File: src/lbg_pkg.sv
// Shared types, codes and helper functions for the LED bar graph animator.
package lbg_pkg;

  // Input command codes
  localparam logic [1:0] CMD_IDLE   = 2'd0;
  localparam logic [1:0] CMD_ACTIVE = 2'd1;
  localparam logic [1:0] CMD_BEGIN  = 2'd2;

  // Configuration register indexes
  localparam logic [1:0] CFG_SPEED = 2'd0;
  localparam logic [1:0] CFG_POWER = 2'd1;
  localparam logic [1:0] CFG_BARS  = 2'd2;

  localparam int IDLE_BARS_PER_LEVEL = 5;
  localparam int HALF_DIV            = 2;

  localparam int DIV_W     = 32;
  localparam int DIV_CNT_W = $clog2(DIV_W);

  typedef enum logic [1:0] {
    ST_READY,
    ST_ISSUE,
    ST_WAIT,
    ST_OUT
  } state_t;

  typedef struct packed {
    logic             start;
    logic [DIV_W-1:0] dividend;
    logic [DIV_W-1:0] divisor;
  } div_req_t;

  typedef struct packed {
    logic             done;
    logic [DIV_W-1:0] quotient;
    logic [DIV_W-1:0] remainder;
  } div_rsp_t;

  typedef struct packed {
    logic       active;
    logic [5:0] n;
    logic [1:0] power;
    logic [3:0] local_cnt;
    logic       asc;
    logic [5:0] cycle;
  } mask_ctl_t;

  // Number of bars swept in idle mode: 5 per power level.
  function automatic logic [3:0] idle_span(input logic [1:0] power);
    return 4'(power) * 4'(IDLE_BARS_PER_LEVEL);
  endfunction

  // Center bar of the active sweep; n is at least one.
  function automatic logic [5:0] mid_bar(input logic [5:0] n);
    return 6'((n - 6'd1) / HALF_DIV);
  endfunction

endpackage

File: src/lbg_if.sv
// Request channel interfaces: tick input and LED mask output.
interface lbg_in_if;
  logic        valid;
  logic        ready;
  logic [1:0]  cmd;
  logic [31:0] now_ms;

  modport source (output valid, output cmd, output now_ms, input ready);
  modport sink   (input valid, input cmd, input now_ms, output ready);
endinterface

interface lbg_out_if;
  logic        valid;
  logic        ready;
  logic [31:0] led_mask;

  modport source (output valid, output led_mask, input ready);
  modport sink   (input valid, input led_mask, output ready);
endinterface

File: src/lbg_div.sv
// Restoring divider, one quotient bit per cycle.
module lbg_div (
  input  logic               clk,
  input  logic               rst_n,
  input  lbg_pkg::div_req_t  req,
  output lbg_pkg::div_rsp_t  rsp
);
  import lbg_pkg::*;

  logic                 busy_r;
  logic                 done_r;
  logic [DIV_CNT_W-1:0] cnt_r;
  logic [DIV_W-1:0]     quo_r;
  logic [DIV_W-1:0]     rem_r;
  logic [DIV_W-1:0]     dvs_r;
  logic [DIV_W:0]       shifted;
  logic [DIV_W:0]       diff;
  logic                 fit;

  assign shifted = {rem_r, quo_r[DIV_W-1]};
  assign diff    = shifted - {1'b0, dvs_r};
  assign fit     = ~diff[DIV_W];

  always_ff @(posedge clk) begin
    if (!rst_n) begin
      busy_r <= 1'b0;
      done_r <= 1'b0;
      cnt_r  <= '0;
    end else begin
      // done pulses the cycle after the last quotient bit
      done_r <= busy_r && !req.start && (&cnt_r);
      if (req.start) begin
        busy_r <= 1'b1;
        cnt_r  <= '0;
      end else if (busy_r) begin
        cnt_r <= cnt_r + 1'b1;
        if (&cnt_r) begin
          busy_r <= 1'b0;
        end
      end
    end
  end

  always_ff @(posedge clk) begin
    if (req.start) begin
      quo_r <= req.dividend;
      rem_r <= '0;
      dvs_r <= req.divisor;
    end else if (busy_r) begin
      quo_r <= {quo_r[DIV_W-2:0], fit};
      rem_r <= fit ? diff[DIV_W-1:0] : shifted[DIV_W-1:0];
    end
  end

  assign rsp.done      = done_r;
  assign rsp.quotient  = quo_r;
  assign rsp.remainder = rem_r;

endmodule

File: src/lbg_mask.sv
// Builds the LED mask for idle fill/drain and active center sweep.
module lbg_mask (
  input  lbg_pkg::mask_ctl_t ctl,
  output logic [31:0]        mask
);
  import lbg_pkg::*;

  logic [3:0] max_lit;
  logic [3:0] top;
  logic [5:0] center;
  logic [6:0] up_raw;
  logic [6:0] up;
  logic [6:0] down;
  logic [6:0] pw;

  always_comb begin
    max_lit = idle_span(ctl.power);
    top     = max_lit - ctl.local_cnt;
    center  = mid_bar(ctl.n);
    up_raw  = 7'(center) + 7'(ctl.cycle);
    up      = (up_raw >= 7'(ctl.n)) ? 7'(center) : up_raw;
    down    = 7'(center) - 7'(ctl.cycle);
    pw      = 7'(ctl.power);
  end

  always_comb begin
    logic [6:0] ii;
    logic       lit;
    mask = '0;
    for (int i = 0; i < 32; i++) begin
      ii = 7'(i);
      if (ctl.active) begin
        lit = (ii >= up && ii < up + pw) || (ii <= down && ii + pw > down);
      end else begin
        lit = ctl.asc ? (ii < 7'(ctl.local_cnt)) : (ii < 7'(top));
      end
      mask[i] = lit && (ii < 7'(ctl.n));
    end
  end

endmodule

File: src/led_bargraph_animator_core.sv
// Idle ticks run two divisions and active ticks four, then the result is offered on out_ch.
// Each division runs on the shared radix-2 divider: issued in ST_ISSUE, awaited in ST_WAIT.
// One request in flight; the next tick is accepted only once out_ch has taken the result.
// Begin, unused and power-0 idle ticks give no result; active with no bars outputs an empty mask.
// Synchronous active-low reset: speed 100, power 0, bars 15, start time and flags cleared.
module led_bargraph_animator_core #(
  parameter int MAX_BARS = 32
) (
  input  logic              clk,
  input  logic              rst_n,
  lbg_in_if.sink            in_ch,
  lbg_out_if.source         out_ch,
  input  logic              cfg_we,
  input  logic [1:0]        cfg_index,
  input  logic [15:0]       cfg_wdata
);
  import lbg_pkg::*;

  // config registers
  logic [15:0] speed_r;
  logic [1:0]  power_r;
  logic [5:0]  bars_r;

  // animation state
  logic [31:0] start_r, start_nxt;
  logic        active_r, active_nxt;
  logic        begun_r, begun_nxt;

  // sequencer
  state_t      state_r, state_nxt;
  logic [1:0]  phase_r;
  logic        mode_r;        // 1: active sweep, 0: idle fill/drain
  logic [31:0] elapsed_r;
  logic [31:0] tmp_r;         // last quotient (step or frame count)
  logic [31:0] mask_r;

  logic        accept;
  logic        last_phase;
  logic [15:0] speed_eff;
  logic [5:0]  n;
  logic [5:0]  center;
  logic [31:0] quot_fix;
  logic [31:0] mask_w;

  div_req_t    div_req;
  div_rsp_t    div_rsp;
  mask_ctl_t   mask_ctl;

  assign accept    = in_ch.valid && in_ch.ready;
  assign speed_eff = (speed_r == 16'd0) ? 16'd1 : speed_r;
  // effective bar count = min(bar_count, MAX_BARS)
  assign n         = ({1'b0, bars_r} < 7'(MAX_BARS)) ? bars_r : 6'(MAX_BARS);
  assign center    = mid_bar(n);
  assign last_phase = mode_r ? (phase_r == 2'd3) : (phase_r == 2'd1);
  // active step is max(1, speed / n)
  assign quot_fix  = (mode_r && phase_r == 2'd0 && div_rsp.quotient == '0) ?
                     32'd1 : div_rsp.quotient;

  // config writes
  always_ff @(posedge clk) begin
    if (!rst_n) begin
      speed_r <= 16'd100;
      power_r <= 2'd0;
      bars_r  <= 6'd15;
    end else if (cfg_we) begin
      case (cfg_index)
        CFG_SPEED: speed_r <= cfg_wdata;
        CFG_POWER: power_r <= cfg_wdata[1:0];
        CFG_BARS:  bars_r  <= cfg_wdata[5:0];
        default: ;
      endcase
    end
  end

  // start time and mode flags update when a tick is taken
  always_comb begin
    start_nxt  = start_r;
    active_nxt = active_r;
    begun_nxt  = begun_r;
    if (accept) begin
      case (in_ch.cmd)
        CMD_BEGIN: begin
          if (!begun_r) begin
            start_nxt = in_ch.now_ms;
            begun_nxt = 1'b1;
          end
        end
        CMD_IDLE: begin
          if (active_r) begin
            start_nxt  = in_ch.now_ms;
            active_nxt = 1'b0;
          end
        end
        CMD_ACTIVE: begin
          if (!active_r) begin
            start_nxt  = in_ch.now_ms;
            active_nxt = 1'b1;
          end
        end
        default: ;
      endcase
    end
  end

  always_ff @(posedge clk) begin
    if (!rst_n) begin
      start_r  <= '0;
      active_r <= 1'b0;
      begun_r  <= 1'b0;
      state_r  <= ST_READY;
      phase_r  <= '0;
      mode_r   <= 1'b0;
    end else begin
      start_r  <= start_nxt;
      active_r <= active_nxt;
      begun_r  <= begun_nxt;
      state_r  <= state_nxt;
      if (accept) begin
        phase_r <= '0;
        mode_r  <= (in_ch.cmd == CMD_ACTIVE);
      end else if (state_r == ST_WAIT && div_rsp.done && !last_phase) begin
        phase_r <= phase_r + 2'd1;
      end
    end
  end

  // datapath registers
  always_ff @(posedge clk) begin
    if (accept) begin
      elapsed_r <= in_ch.now_ms - start_nxt;
      mask_r    <= '0;   // cleared on each tick; sent as is for an active tick with no bars
    end
    if (state_r == ST_WAIT && div_rsp.done) begin
      tmp_r <= quot_fix;
      if (last_phase) mask_r <= mask_w;
    end
  end

  // next state
  always_comb begin
    state_nxt = state_r;
    unique case (state_r)
      ST_READY: begin
        if (accept) begin
          if (in_ch.cmd == CMD_IDLE && power_r != 2'd0) state_nxt = ST_ISSUE;
          else if (in_ch.cmd == CMD_ACTIVE) state_nxt = (n == 6'd0) ? ST_OUT : ST_ISSUE;
        end
      end
      ST_ISSUE: state_nxt = ST_WAIT;
      ST_WAIT: begin
        if (div_rsp.done) state_nxt = last_phase ? ST_OUT : ST_ISSUE;
      end
      ST_OUT: begin
        if (out_ch.ready) state_nxt = ST_READY;
      end
    endcase
  end

  // outputs and divider operand select
  //   idle:   elapsed/speed -> frames; frames/(5*power) -> pass parity, position
  //   active: speed/n -> step; elapsed/step -> frames; frames/n; q/(center+1) -> offset
  always_comb begin
    in_ch.ready     = (state_r == ST_READY);
    out_ch.valid    = (state_r == ST_OUT);
    out_ch.led_mask = mask_r;
    div_req.start   = (state_r == ST_ISSUE);
    unique case (phase_r)
      2'd0: begin
        div_req.dividend = mode_r ? 32'(speed_eff) : elapsed_r;
        div_req.divisor  = mode_r ? 32'(n) : 32'(speed_eff);
      end
      2'd1: begin
        div_req.dividend = mode_r ? elapsed_r : tmp_r;
        div_req.divisor  = mode_r ? tmp_r : 32'(idle_span(power_r));
      end
      2'd2: begin
        div_req.dividend = tmp_r;
        div_req.divisor  = 32'(n);
      end
      2'd3: begin
        div_req.dividend = tmp_r;
        div_req.divisor  = 32'(center) + 32'd1;
      end
    endcase
  end

  assign mask_ctl.active    = mode_r;
  assign mask_ctl.n         = n;
  assign mask_ctl.power     = power_r;
  assign mask_ctl.local_cnt = div_rsp.remainder[3:0];
  assign mask_ctl.asc       = ~div_rsp.quotient[0];
  assign mask_ctl.cycle     = div_rsp.remainder[5:0];

  lbg_div u_div (
    .clk   (clk),
    .rst_n (rst_n),
    .req   (div_req),
    .rsp   (div_rsp)
  );

  lbg_mask u_mask (
    .ctl  (mask_ctl),
    .mask (mask_w)
  );

endmodule
File: src/flat_wrapper.sv
// flat-port wrapper written by rule: the top's interface ports become plain ports
module led_bargraph_animator_core_flat import lbg_pkg::*;
#(
  parameter int MAX_BARS = 32
)
  (clk, rst_n, cfg_we, cfg_index, cfg_wdata, in_ch_valid, in_ch_cmd, in_ch_now_ms, in_ch_ready, out_ch_valid, out_ch_led_mask, out_ch_ready);
  lbg_in_if in_ch_i ();
  lbg_out_if out_ch_i ();
  input  logic clk;
  input  logic rst_n;
  input  logic cfg_we;
  input  logic [1:0] cfg_index;
  input  logic [15:0] cfg_wdata;
  input wire logic [$bits(in_ch_i.valid)-1:0] in_ch_valid;
  input wire logic [$bits(in_ch_i.cmd)-1:0] in_ch_cmd;
  input wire logic [$bits(in_ch_i.now_ms)-1:0] in_ch_now_ms;
  output wire logic [$bits(in_ch_i.ready)-1:0] in_ch_ready;
  output wire logic [$bits(out_ch_i.valid)-1:0] out_ch_valid;
  output wire logic [$bits(out_ch_i.led_mask)-1:0] out_ch_led_mask;
  input wire logic [$bits(out_ch_i.ready)-1:0] out_ch_ready;
  assign in_ch_i.valid = in_ch_valid;
  assign in_ch_i.cmd = in_ch_cmd;
  assign in_ch_i.now_ms = in_ch_now_ms;
  assign in_ch_ready = in_ch_i.ready;
  assign out_ch_valid = out_ch_i.valid;
  assign out_ch_led_mask = out_ch_i.led_mask;
  assign out_ch_i.ready = out_ch_ready;
  led_bargraph_animator_core #(.MAX_BARS(MAX_BARS)) u_core (.clk(clk), .rst_n(rst_n), .in_ch(in_ch_i), .out_ch(out_ch_i), .cfg_we(cfg_we), .cfg_index(cfg_index), .cfg_wdata(cfg_wdata));
endmodule
File: config.mk
export PLATFORM = sky130hd
export DESIGN_NAME = led_bargraph_animator_core_flat
export DESIGN_NICKNAME = d
export VERILOG_FILES = /design/src/lbg_pkg.sv /design/src/lbg_if.sv /design/src/lbg_div.sv /design/src/lbg_mask.sv /design/src/led_bargraph_animator_core.sv /design/src/flat_wrapper.sv
export SDC_FILE = /design/constraint.sdc
export NUM_CORES = 1
export LEC_CHECK = 0
export BUFFER_PORTS_ARGS = -buffer_cell sky130_fd_sc_hd__buf_2
export CAP_MARGIN = 30
export CORE_MARGIN = 2
export CORE_UTILIZATION = 45
export DETAILED_ROUTE_END_ITERATION = 8
export PLACE_DENSITY_LB_ADDON = 0.08
export SETUP_SLACK_MARGIN = 0.02
export SYNTH_ARGS = -nofsm -noshare
export SYNTH_HDL_FRONTEND = slang
export SYNTH_SLANG_ARGS = --single-unit
File: constraint.sdc
create_clock -name clk -period 6.85 [get_ports clk]
set_clock_uncertainty 0.1 [all_clocks]
set_input_delay 0 -clock clk [delete_from_list [all_inputs] [get_ports clk]]
set_output_delay 0 -clock clk [all_outputs]
set_load 0.05 [all_outputs]
==> flow_metrics.env, run 1 <==
export IMPL_status="finished clean"
export IMPL_grt_total_usage_pct=27.8
export IMPL_final_layout_size_suffix_gt1_share_pct=11.2
export IMPL_worstReg2RegStart="u_core.bars_r[0]"
export IMPL_r2r_slack_ns=0.34
export IMPL_detail_route_vias_per_cell=5.90
export IMPL_start_util_pct=45.7
export IMPL_cts_tree="done"
export IMPL_syn_cell_area_sq_um=17700
export IMPL_period_needed_ns=6.51
export IMPL_r2r_worst_path_cells=22
export IMPL_timing_rr_end="u_core.out_ch.led_mask[19]"
export IMPL_ys_async_sr_fraction_pct=0
export IMPL_placeableCoreArea_sq_um=38700
export IMPL_grt_pass1_vias=15300
export IMPL_syn_to_final_growth_pct=17.0
export IMPL_ys_ff_latch=262
export IMPL_dieArea_sq_um=40900
export IMPL_num_rows=72
export IMPL_timing_setup_tns_ns=0
export IMPL_cp_max_fo=13
export IMPL_grt_ovfl_total=0
export IMPL_hp_class="input pin to flip-flop"
export IMPL_required_ns=7.27
export IMPL_worst_setup_path_start_kind="flip-flop"
export IMPL_ys_flop_type="dfxtp_1"
export IMPL_synth_simple_area_share_pct=17.8
export IMPL_setup_viol=0
export IMPL_tightest_slew_ns=1.04
export IMPL_worstSkewPairLatency_ns=0.60
export IMPL_die_y_um=202
export IMPL_drv_slew=0
export IMPL_crit_family="compound AO/OA/AOI/OAI gates"
export IMPL_cpMostUsedCell="ha_1"
export IMPL_max_stage_delay_ns=0.70
export IMPL_cts_buffers=31
export IMPL_ios=91
export IMPL_cts_buffer_depth=3
export IMPL_drc=0
export IMPL_synthXorXnorAreaFrac_pct=3.41
export IMPL_rsz0062_at_grt="false"
export IMPL_maxSlewHeadroom_pct=29.8
export IMPL_cellLeakagePower_nw=8.44
export IMPL_dr_first_iter_drc_count=1250
export IMPL_min_period_over_period_pct=95.0
export IMPL_place_congestion=0.962
export IMPL_antenna_found_initial=1
export IMPL_clockRootBuffer="clkbuf_16"
export IMPL_synth_edf_count=128
export IMPL_cts_sinks=262
export IMPL_cp_slowest_cell="a311oi_2"
export IMPL_hpwl_um=43000
export IMPL_power_w=0.00860
export IMPL_critPathKind="flip-flop to flip-flop"
export IMPL_regArea_sq_um=6530
export IMPL_drt_first_pass_iters=6
export IMPL_die_w_um=202
export IMPL_synth_top_area_share_pct=21.7
export IMPL_ant_nets=0
export IMPL_insertedDiodeCount=0
export IMPL_ctsHtreeMaxLevel=1
export IMPL_hold_path_depth=4
export IMPL_synth_top_area_cell="edfxtp_1"
export IMPL_dr_total_vias=15900
export IMPL_synth_adder_area_share_pct=9.31
export IMPL_io_buffers=90
export IMPL_fmax_mhz=154
export IMPL_finalWirelength_um=57600
export IMPL_vdd_drop_max_mv=0.226
export IMPL_hold_viol=0
export IMPL_path_buf_inv=1
export IMPL_crit_arrival_ns=6.93
export IMPL_grt_pass1_wl_um=89300
export IMPL_multi_input_area_sq_um=10300
export IMPL_endpoint_kind="flip-flop"
export IMPL_holdCritStartpoint="in_ch_now_ms[3]"
export IMPL_synth_area_per_cell_sq_um=8.72
export IMPL_wl_per_cell_um=21.3
export IMPL_muxShareOfSynthArea_pct=4.11
export IMPL_nFillCells=3646
export IMPL_synth_compound_area_share_pct=23.1
export IMPL_syn_nets=2213
export IMPL_whs_endpoint="u_core.start_r[3]"
export IMPL_max_cap_viol_count=0
export IMPL_synth_area_leaders="edfxtp_1 (22%), dfxtp_1 (15%), ha_1 (8.6%)"
export IMPL_ys_warn_count=0
export IMPL_syn_inst=2028
export IMPL_p_per_area_nw_per_um2=416
export IMPL_grt_max_degree=70
export IMPL_ys_seq_area_share_pct=36.9
export IMPL_synth_distinct_cells=94
export IMPL_synth_top_family_by_area="compound AO/OA/AOI/OAI gates"
export IMPL_crit_chain="nor2_1 -> nand2_1 -> and3_1 -> inv_1 -> ha_1 -> or3b_2 -> a2111o_1 -> nand4_1 -> ha_1 -> a211oi_1 -> o211a_1 -> and2_1 -> o21ai_2 -> o21a_1 -> ha_1 -> a21oi_1 -> nor2_1 -> and3_1 -> a2bb2oi_1 -> a311oi_2 -> o211ai_1 -> o21ai_1"
export IMPL_path_clk_slew_ns=0.06
export IMPL_fin_nets=2342
cells by family (layout without fill, tap and decap cells):
logic type                 Yosys count  count (layout)
AOI/OAI and AO/OA                  607             607
and+or+nand+nor                    644             644
muxes                               72              72
DFF                                262             262
adders and majority gates          128             128
xor gates and xnor gates            68              68
buffers and inverters              247             401
tightest hold or removal path: stages:
cell	delay, ns
dlygate4sd3_1	0.51
buf_2	0.11
mux2i_1	0.08
nor2b_1	0.10
how the worst max path moves through the flow:
stage	startpoint	end	slack [ns]	cells past startpoint
after floorplan	u_core.bars_r[0]	u_core.out_ch.led_mask[23]	0.52	26
after detailed placement	u_core.bars_r[0]	u_core.out_ch.led_mask[6]	0.17	25
final	u_core.bars_r[0]	u_core.out_ch.led_mask[19]	0.34	22
after global placement	u_core.bars_r[0]	u_core.out_ch.led_mask[16]	0.24	23
after global routing	u_core.bars_r[2]	u_core.out_ch.led_mask[6]	0.06	23
after CTS	u_core.bars_r[0]	u_core.out_ch.led_mask[6]	0.13	25
metrics by stage:
| step | std cells | cell area [sq um] | utilization [%] | setup WS, ns | hold slack [ns] |
|---|---|---|---|---|---|
| finish | 2700 | 20700 | 53.4 | 0.344 | 0.148 |
| global route | 2700 | 20700 | 53.4 | 0.0596 | 0.173 |
| CTS | 2700 | 20700 | 53.3 | 0.135 | 0.127 |
| detailed placement | 2555 | 18700 | 48.2 | 0.170 | 0.141 |
| global placement | 2553 | 18700 | 48.1 | 0.244 | 0.130 |
| floorplan | 2028 | 17700 | - | 0.518 | 0.0240 |
layer usage:
metal	share of wire, %	track usage, %	vias to the layer above
met1	48	41.2	7593
li1	-	-	7717
met4	1.8	5.84	2
met3	8.5	6.95	70
met5	0.13	1.43	-
met2	41	40.7	541
layout make-up:
type / instances / share of cell area [%]
multi-input combinational: 1519 / 49.6
clock inverter: 21 / 1.32
inverter: 120 / 2.18
timing repair buffer: 223 / 8.12
clock buffer: 37 / 4.05
tap: 518 / 3.13
sequential: 262 / 31.6
flip-flops by register name, indices dropped and copies added (netlist names), 2 cells and up:
name	flops
u_core.u_div.rem_r	32
u_core.phase_r	2
u_core.speed_r	16
u_core.out_ch.led_mask	32
u_core.power_r	2
u_core.state_r	2
u_core.start_r	32
u_core.u_div.quo_r	32
u_core.bars_r	6
u_core.tmp_r	32
u_core.elapsed_r	32
u_core.u_div.dvs_r	32
u_core.u_div.cnt_r	5
layout by cell type (no fill, tap or decap), drive strengths merged, types with 63 or more instances in the layout:
cell         instances
dfxtp              134
dlygate4sd3         87
a21oi              158
mux2i               70
ha                 122
nand2              175
nor2               160
edfxtp             128
o21ai              149
nor2b               63
inv                117
buf                136
synthesized netlist by cell type, types with 6 or more instances:
cell type / instances
a2111oi_0: 6
a211oi_1: 20
a21boi_0: 21
a21o_1: 28
a21oi_1: 156
a221o_1: 6
a221oi_1: 39
a22oi_1: 10
a311oi_1: 6
a31oi_1: 22
a32oi_1: 9
and2_1: 12
and3_1: 32
and4_1: 6
buf_2: 9
clkbuf_1: 111
dfxtp_1: 134
edfxtp_1: 128
fa_1: 6
ha_1: 122
inv_1: 115
mux2i_1: 69
nand2_1: 175
nand2b_1: 17
nand3_1: 59
nand4_1: 18
nor2_1: 159
nor2b_1: 63
nor3_1: 34
nor3b_1: 9
nor4_1: 23
o211ai_1: 19
o21a_1: 15
o21ai_0: 131
o21ai_1: 17
o221ai_1: 9
o31a_1: 6
o31ai_1: 14
or2_2: 8
or3_1: 8
xnor2_1: 52
xor2_1: 15
power by group:
part,switching [W],internal [W]
clock,0.000706,0.00110
sequential,0.000167,0.00186
combinational,0.00314,0.00163
total,0.00401,0.00459
timing repair:
item | in CTS | in global routing
hold buffers | 87 | 0
hold endpoints to repair | 97 | 0
setup endpoints to repair | 0 | 29
resized for setup | 0 | 11
setup buffers | 0 | 0
Note: power is estimated with default switching activity, not from simulation.
==> run 2, diff against run 1 <==
--- a/config.mk
+++ b/config.mk
@@ -11,6 +11,7 @@
 export CORE_UTILIZATION = 45
 export DETAILED_ROUTE_END_ITERATION = 8
 export PLACE_DENSITY_LB_ADDON = 0.08
+export RECOVER_POWER = 25
 export SETUP_SLACK_MARGIN = 0.02
 export SYNTH_ARGS = -nofsm -noshare
 export SYNTH_HDL_FRONTEND = slang
==> run 2 against run 1 <==
Against the previous run:
- the run now ends with capacitance limit, slew limit left
- global-route usage did not move
- non-clock buffer count did not move
- cell area fell by 0.26%
- combinational power barely moved
- hold slack improved by 0.0010 ns
- via count rose by 0.45%
- sequential share of layout area rose by 0.082 points
- worst setup slack improved by 0.022 ns
- clock-buffer cell count did not move
- first-iteration DRC count fell by 5.8%
==> flow_metrics.env, run 2 (same netlist as run 1, synthesis figures left out) <==
export IMPL_ctsHtreeMaxLevel=1
export IMPL_antenna_found_initial=1
export IMPL_wl_per_cell_um=21.3
export IMPL_worst_setup_path_start_kind="flip-flop"
export IMPL_cellLeakagePower_nw=8.28
export IMPL_status="finished with violations"
export IMPL_switching_share_pct=46.6
export IMPL_regArea_sq_um=6530
export IMPL_finalWirelength_um=57600
export IMPL_critPathKind="flip-flop to flip-flop"
export IMPL_period_needed_ns=6.48
export IMPL_drv_slew=146
export IMPL_violations="capacitance limit, slew limit"
export IMPL_worstSkewPairLatency_ns=0.60
export IMPL_tightest_slew_ns=3.39
export IMPL_layout_commonest_cell="nand2_1"
export IMPL_detail_route_vias_per_cell=5.92
export IMPL_max_cap_viol_count=3
export IMPL_multi_input_area_sq_um=10300
export IMPL_hp_class="input pin to flip-flop"
export IMPL_seq_power_share_pct=23.6
export IMPL_cts_tree="done"
export IMPL_hpwl_um=43000
export IMPL_final_layout_size_suffix_gt1_share_pct=9.49
export IMPL_r2r_slack_ns=0.37
export IMPL_hold_viol=0
export IMPL_fin_util_pct=53.3
export IMPL_pwr_share_comb_pct=55.4
export IMPL_place_congestion=0.962
export IMPL_grt_pass1_vias=15300
export IMPL_placeableCoreArea_sq_um=38700
export IMPL_p_per_area_nw_per_um2=417
export IMPL_p_int_w=0.00459
export IMPL_nFillCells=3669
export IMPL_grt_max_degree=70
export IMPL_drc=0
export IMPL_insertedDiodeCount=0
export IMPL_p_clk_share_pct=20.9
export IMPL_layout_common_cells="nand2_1 (175), nor2_1 (156), a21oi_1 (155)"
export IMPL_drt_first_pass_iters=6
export IMPL_rsz0062_at_grt="false"
export IMPL_die_y_um=202
export IMPL_cts_sinks=262
export IMPL_grt_pass1_wl_um=89300
export IMPL_fin_nets=2342
export IMPL_io_buffers=90
export IMPL_dr_total_vias=16000
export IMPL_vdd_drop_max_mv=0.226
export IMPL_clockRootBuffer="clkbuf_16"
export IMPL_grt_ovfl_total=0
export IMPL_ios=91
export IMPL_start_util_pct=45.7
export IMPL_num_rows=72
export IMPL_die_w_um=202
export IMPL_maxSlewHeadroom_pct=-126
export IMPL_grt_total_usage_pct=27.8
export IMPL_switching_power_w=0.00401
export IMPL_cts_buffer_depth=3
export IMPL_path_clk_slew_ns=0.06
export IMPL_cts_buffers=31
export IMPL_setup_viol=0
export IMPL_cp_max_fo=13
export IMPL_fmax_mhz=154
export IMPL_crit_arrival_ns=6.91
export IMPL_dr_first_iter_drc_count=1177
export IMPL_endpoint_kind="flip-flop"
export IMPL_dieArea_sq_um=40900
export IMPL_syn_to_final_growth_pct=16.7
export IMPL_required_ns=7.27
export IMPL_min_period_over_period_pct=94.7
export IMPL_ant_nets=0
export IMPL_timing_setup_tns_ns=0
-- run 2: cell types whose count changed in the layout (fill, tap and decap cells not counted) --
cell / delta
buf_4: -3
clkbuf_1: +37
inv_2: -1
inv_1: +1
buf_2: -34
-- run 2: layer usage --
layer | vias up | track usage, % | share of wire [%]
li1 | 7706 | - | -
met1 | 7672 | 41.2 | 48
met2 | 541 | 40.7 | 41
met3 | 73 | 6.95 | 8.6
met4 | 2 | 5.84 | 1.8
met5 | - | 1.43 | 0.13
-- run 2: worst max-delay path, cell delays in order, from the launching register on --
cell	delay, ns
dfxtp_2	0.44
nor2_1	0.11
nand2_1	0.09
and3_1	0.32
inv_1	0.10
ha_1	0.29
or3b_2	0.51
a2111o_1	0.39
nand4_1	0.19
ha_1	0.31
a211oi_1	0.26
o211a_1	0.24
and2_1	0.25
o21ai_2	0.19
o21a_1	0.23
ha_1	0.29
a21oi_1	0.37
nor2_1	0.20
and3_1	0.22
a2bb2oi_1	0.17
a311oi_2	0.70
o211ai_1	0.25
o21ai_1	0.17
-- run 2: worst paths after layout --
path	start	endpoint	cells past startpoint
max	u_core.bars_r[0]	u_core.out_ch.led_mask[19]	22
min	in_ch_now_ms[8]	u_core.start_r[8]	4
max reg2reg	u_core.bars_r[0]	u_core.out_ch.led_mask[19]	22
min reg2reg	u_core.out_ch.led_mask[8]	u_core.out_ch.led_mask[8]	2
-- run 2: power groups by stage --
stage	Sequential [W]	Clock, W	Combinational, W
global route	0.00205	0.00189	0.00518
detailed placement	0.00206	0	0.00455
global placement	0.00206	0	0.00457
finish	0.00203	0.00180	0.00477
CTS	0.00203	0.00183	0.00462
floorplan	0.00198	0	0.00324
-- run 2: final cells by class --
class	count	area share, %
clock buffer	37	4.06
clock inverter	21	1.32
inverter	120	2.18
multi-input combinational	1519	49.8
sequential	262	31.7
tap	518	3.14
timing repair buffer	223	7.88
-- run 2: stage by stage --
stage / cell area [sq um] / std cells / setup slack, ns / hold slack (ns) / total power [W]
after detailed placement: 18700 / 2555 / 0.170 / 0.141 / 0.00661
after floorplan: 17700 / 2028 / 0.518 / 0.0240 / 0.00523
final: 20600 / 2700 / 0.366 / 0.149 / 0.00860
after global placement: 18700 / 2553 / 0.244 / 0.130 / 0.00663
after global routing: 20600 / 2700 / 0.0596 / 0.173 / 0.00912
after CTS: 20700 / 2700 / 0.135 / 0.127 / 0.00848
-- run 2: what timing repair did --
item                                   CTS  global route
buffers inserted                         0             0
hold buffers                            87             0
endpoints found under the hold margin   97             0
setup endpoints to repair                0            29
gates resized for setup                  0            11
==> run 3, diff against run 2 <==
--- a/config.mk
+++ b/config.mk
@@ -10,7 +10,7 @@
 export CORE_MARGIN = 2
 export CORE_UTILIZATION = 45
 export DETAILED_ROUTE_END_ITERATION = 8
-export PLACE_DENSITY_LB_ADDON = 0.08
+export GPL_TIMING_DRIVEN = 0
 export RECOVER_POWER = 25
 export SETUP_SLACK_MARGIN = 0.02
 export SYNTH_ARGS = -nofsm -noshare
==> run 3 against run 2 <==
Against the previous run:
- the flow now finishes without violations
- hold slack got worse by 0.035 ns
- clock-buffer cell count increased by 4
- combinational power increased by 6.1%
- via count increased by 3.8%
- critical endpoint unchanged
- cell count increased by 2.7%
- highest routed layer unchanged
- register-to-register slack got worse by 0.16 ns
- wire length increased by 5.0%
- fmax decreased by 2.4%
- sequential power about the same
==> flow_metrics.env, run 3 (same netlist as run 1, synthesis figures left out) <==
export IMPL_worstSkewPairLatency_ns=0.60
export IMPL_num_rows=72
export IMPL_whs_endpoint="u_core.speed_r[6]"
export IMPL_crit_arrival_ns=7.02
export IMPL_grt_total_usage_pct=29.3
export IMPL_cp_max_fo=10
export IMPL_hold_viol=0
export IMPL_p_int_w=0.00462
export IMPL_dpl_cell_count=2641
export IMPL_drc=0
export IMPL_fin_cells=2773
export IMPL_period_needed_ns=6.64
export IMPL_tightest_slew_ns=1.21
export IMPL_io_buffers=89
export IMPL_critPathLaunch="u_core.bars_r[0]"
export IMPL_ant_nets=0
export IMPL_required_ns=7.23
export IMPL_drt_first_pass_iters=6
export IMPL_r2r_slack_ns=0.21
export IMPL_status="finished clean"
export IMPL_grt_max_degree=27
export IMPL_crit_family="compound AO/OA/AOI/OAI gates"
export IMPL_cts_buffers=31
export IMPL_start_util_pct=45.7
export IMPL_switching_power_w=0.00419
export IMPL_max_cap_viol_count=0
export IMPL_maxSlewHeadroom_pct=19.7
export IMPL_ctsHtreeMaxLevel=1
export IMPL_endpoint_kind="flip-flop"
export IMPL_layout_commonest_cell="nand2_1"
export IMPL_grt_pass1_wl_um=93700
export IMPL_dieArea_sq_um=40900
export IMPL_p_clk_share_pct=19.7
export IMPL_timing_rr_end="u_core.out_ch.led_mask[19]"
export IMPL_timing_setup_tns_ns=0
export IMPL_die_y_um=202
export IMPL_cts_tree="done"
export IMPL_pwr_share_comb_pct=57.5
export IMPL_drv_slew=0
export IMPL_fin_util_pct=54.0
export IMPL_r2r_worst_path_cells=26
export IMPL_placeableCoreArea_sq_um=38700
export IMPL_cp_slowest_cell="or3b_4"
export IMPL_wl_per_cell_um=21.8
export IMPL_vdd_drop_max_mv=0.295
export IMPL_grt_pass1_vias=15900
export IMPL_antenna_found_initial=4
export IMPL_cts_sinks=262
export IMPL_power_w=0.00881
export IMPL_path_buf_inv=7
export IMPL_insertedDiodeCount=0
export IMPL_hold_path_depth=4
export IMPL_die_w_um=202
export IMPL_ios=91
export IMPL_fin_nets=2415
export IMPL_seq_power_share_pct=22.8
export IMPL_path_clk_slew_ns=0.06
export IMPL_detail_route_vias_per_cell=5.99
export IMPL_rsz0062_at_grt="true"
export IMPL_grt_ovfl_total=0
export IMPL_setup_viol=0
export IMPL_hold_worst_slack_ns=0.114
export IMPL_finalWirelength_um=60500
export IMPL_hp_class="input pin to flip-flop"
export IMPL_min_period_over_period_pct=97.0
export IMPL_critPathKind="flip-flop to flip-flop"
export IMPL_cts_buffer_depth=3
export IMPL_max_stage_delay_ns=0.44
export IMPL_final_layout_size_suffix_gt1_share_pct=9.18
export IMPL_dr_first_iter_drc_count=1796
export IMPL_place_congestion=0.963
export IMPL_hpwl_um=46800
export IMPL_worstReg2RegStart="u_core.bars_r[0]"
export IMPL_dr_total_vias=16600
export IMPL_clockRootBuffer="clkbuf_16"
export IMPL_p_per_area_nw_per_um2=421
export IMPL_switching_share_pct=47.6
export IMPL_holdCritStartpoint="cfg_wdata[6]"
export IMPL_syn_to_final_growth_pct=18.2
export IMPL_cellLeakagePower_nw=8.32
export IMPL_fmax_mhz=150
export IMPL_worst_setup_path_start_kind="flip-flop"
export IMPL_layout_common_cells="nand2_1 (174), nor2_1 (152), a21oi_1 (151)"
-- run 3: cell types whose count changed in the layout (fill, tap and decap cells not counted), sizes merged --
cell / change
inv: +2
clkinv: -4
clkbuf: +107
buf: -11
bufinv: -2
dlygate4sd3: -19
-- run 3: worst register-to-register path, stage by stage, from the launching register on --
cell and delay [ns]:
dfxtp_1 0.34, buf_2 0.21, o31a_1 0.36, nor3_4 0.28, inv_4 0.14, ha_1 0.34, or3b_4 0.44, a2111o_1 0.37
nand4_1 0.11, ha_1 0.28, a211oi_2 0.22, o211a_1 0.21, and2_0 0.14, clkbuf_2 0.17, o21ai_4 0.14, buf_6 0.18
buf_2 0.18, nand2_1 0.08, o21a_1 0.18, inv_1 0.07, fa_1 0.42, buf_4 0.20, a21oi_4 0.34, nor4b_2 0.36
a311oi_4 0.15, o211ai_1 0.40, o21ai_1 0.11
-- run 3: metal layers --
layer | routed length [um] | up-vias | GRT usage (%) | part of all wire [%]
met5 | 26 | - | 0 | 0.043
met4 | 859 | 4 | 5.32 | 1.4
met3 | 5540 | 74 | 5.56 | 9.2
met2 | 24700 | 651 | 42.3 | 41
met1 | 29400 | 8020 | 45.5 | 49
li1 | - | 7856 | - | -
-- run 3: final cells by class --
type / count / area [sq um]
fill: 3691 / 17800
multi-input combinational: 1519 / 10400
sequential: 262 / 6530
timing repair buffer: 173 / 1280
clock buffer: 41 / 853
tap: 518 / 648
buffer: 123 / 510
inverter: 120 / 458
clock inverter: 17 / 218
-- run 3: stage by stage --
| stage | area (sq um) | worst slack, ns |
|---|---|---|
| floorplan | 17700 | 0.518 |
| global placement | 18800 | -2.14 |
| detailed placement | 18900 | -2.11 |
| CTS | 20900 | 0.0249 |
| global route | 20900 | -0.00356 |
| finish | 20900 | 0.205 |
-- run 3: repair_timing --
| action | in CTS | in global routing |
|---|---|---|
| endpoints found under the setup margin | 32 | 30 |
| buffers inserted | 5 | 3 |
| pin swaps | 4 | 6 |
| gates resized for setup | 43 | 20 |
| endpoints found under the hold margin | 96 | 0 |
| hold buffers | 68 | 0 |
-- run 3: how the worst max path moves through the flow --
stage | end | slack (ns) | cells after the start
floorplan | u_core.out_ch.led_mask[23] | 0.52 | 26
global placement | u_core.out_ch.led_mask[19] | -2.14 | 27
detailed placement | u_core.out_ch.led_mask[19] | -2.11 | 27
CTS | u_core.out_ch.led_mask[3] | 0.02 | 29
global route | u_core.out_ch.led_mask[19] | -0.004 | 26
finish | u_core.out_ch.led_mask[19] | 0.21 | 26
-- run 3: power groups by stage --
stage	logic [W]	clock network [W]	registers, W
5_1_grt	0.00548	0.00182	0.00203
6_report	0.00506	0.00174	0.00201
3_5_place_dp	0.00459	0	0.00204
2_1_floorplan	0.00324	0	0.00198
3_3_place_gp	0.00454	0	0.00204
4_1_cts	0.00483	0.00176	0.00201
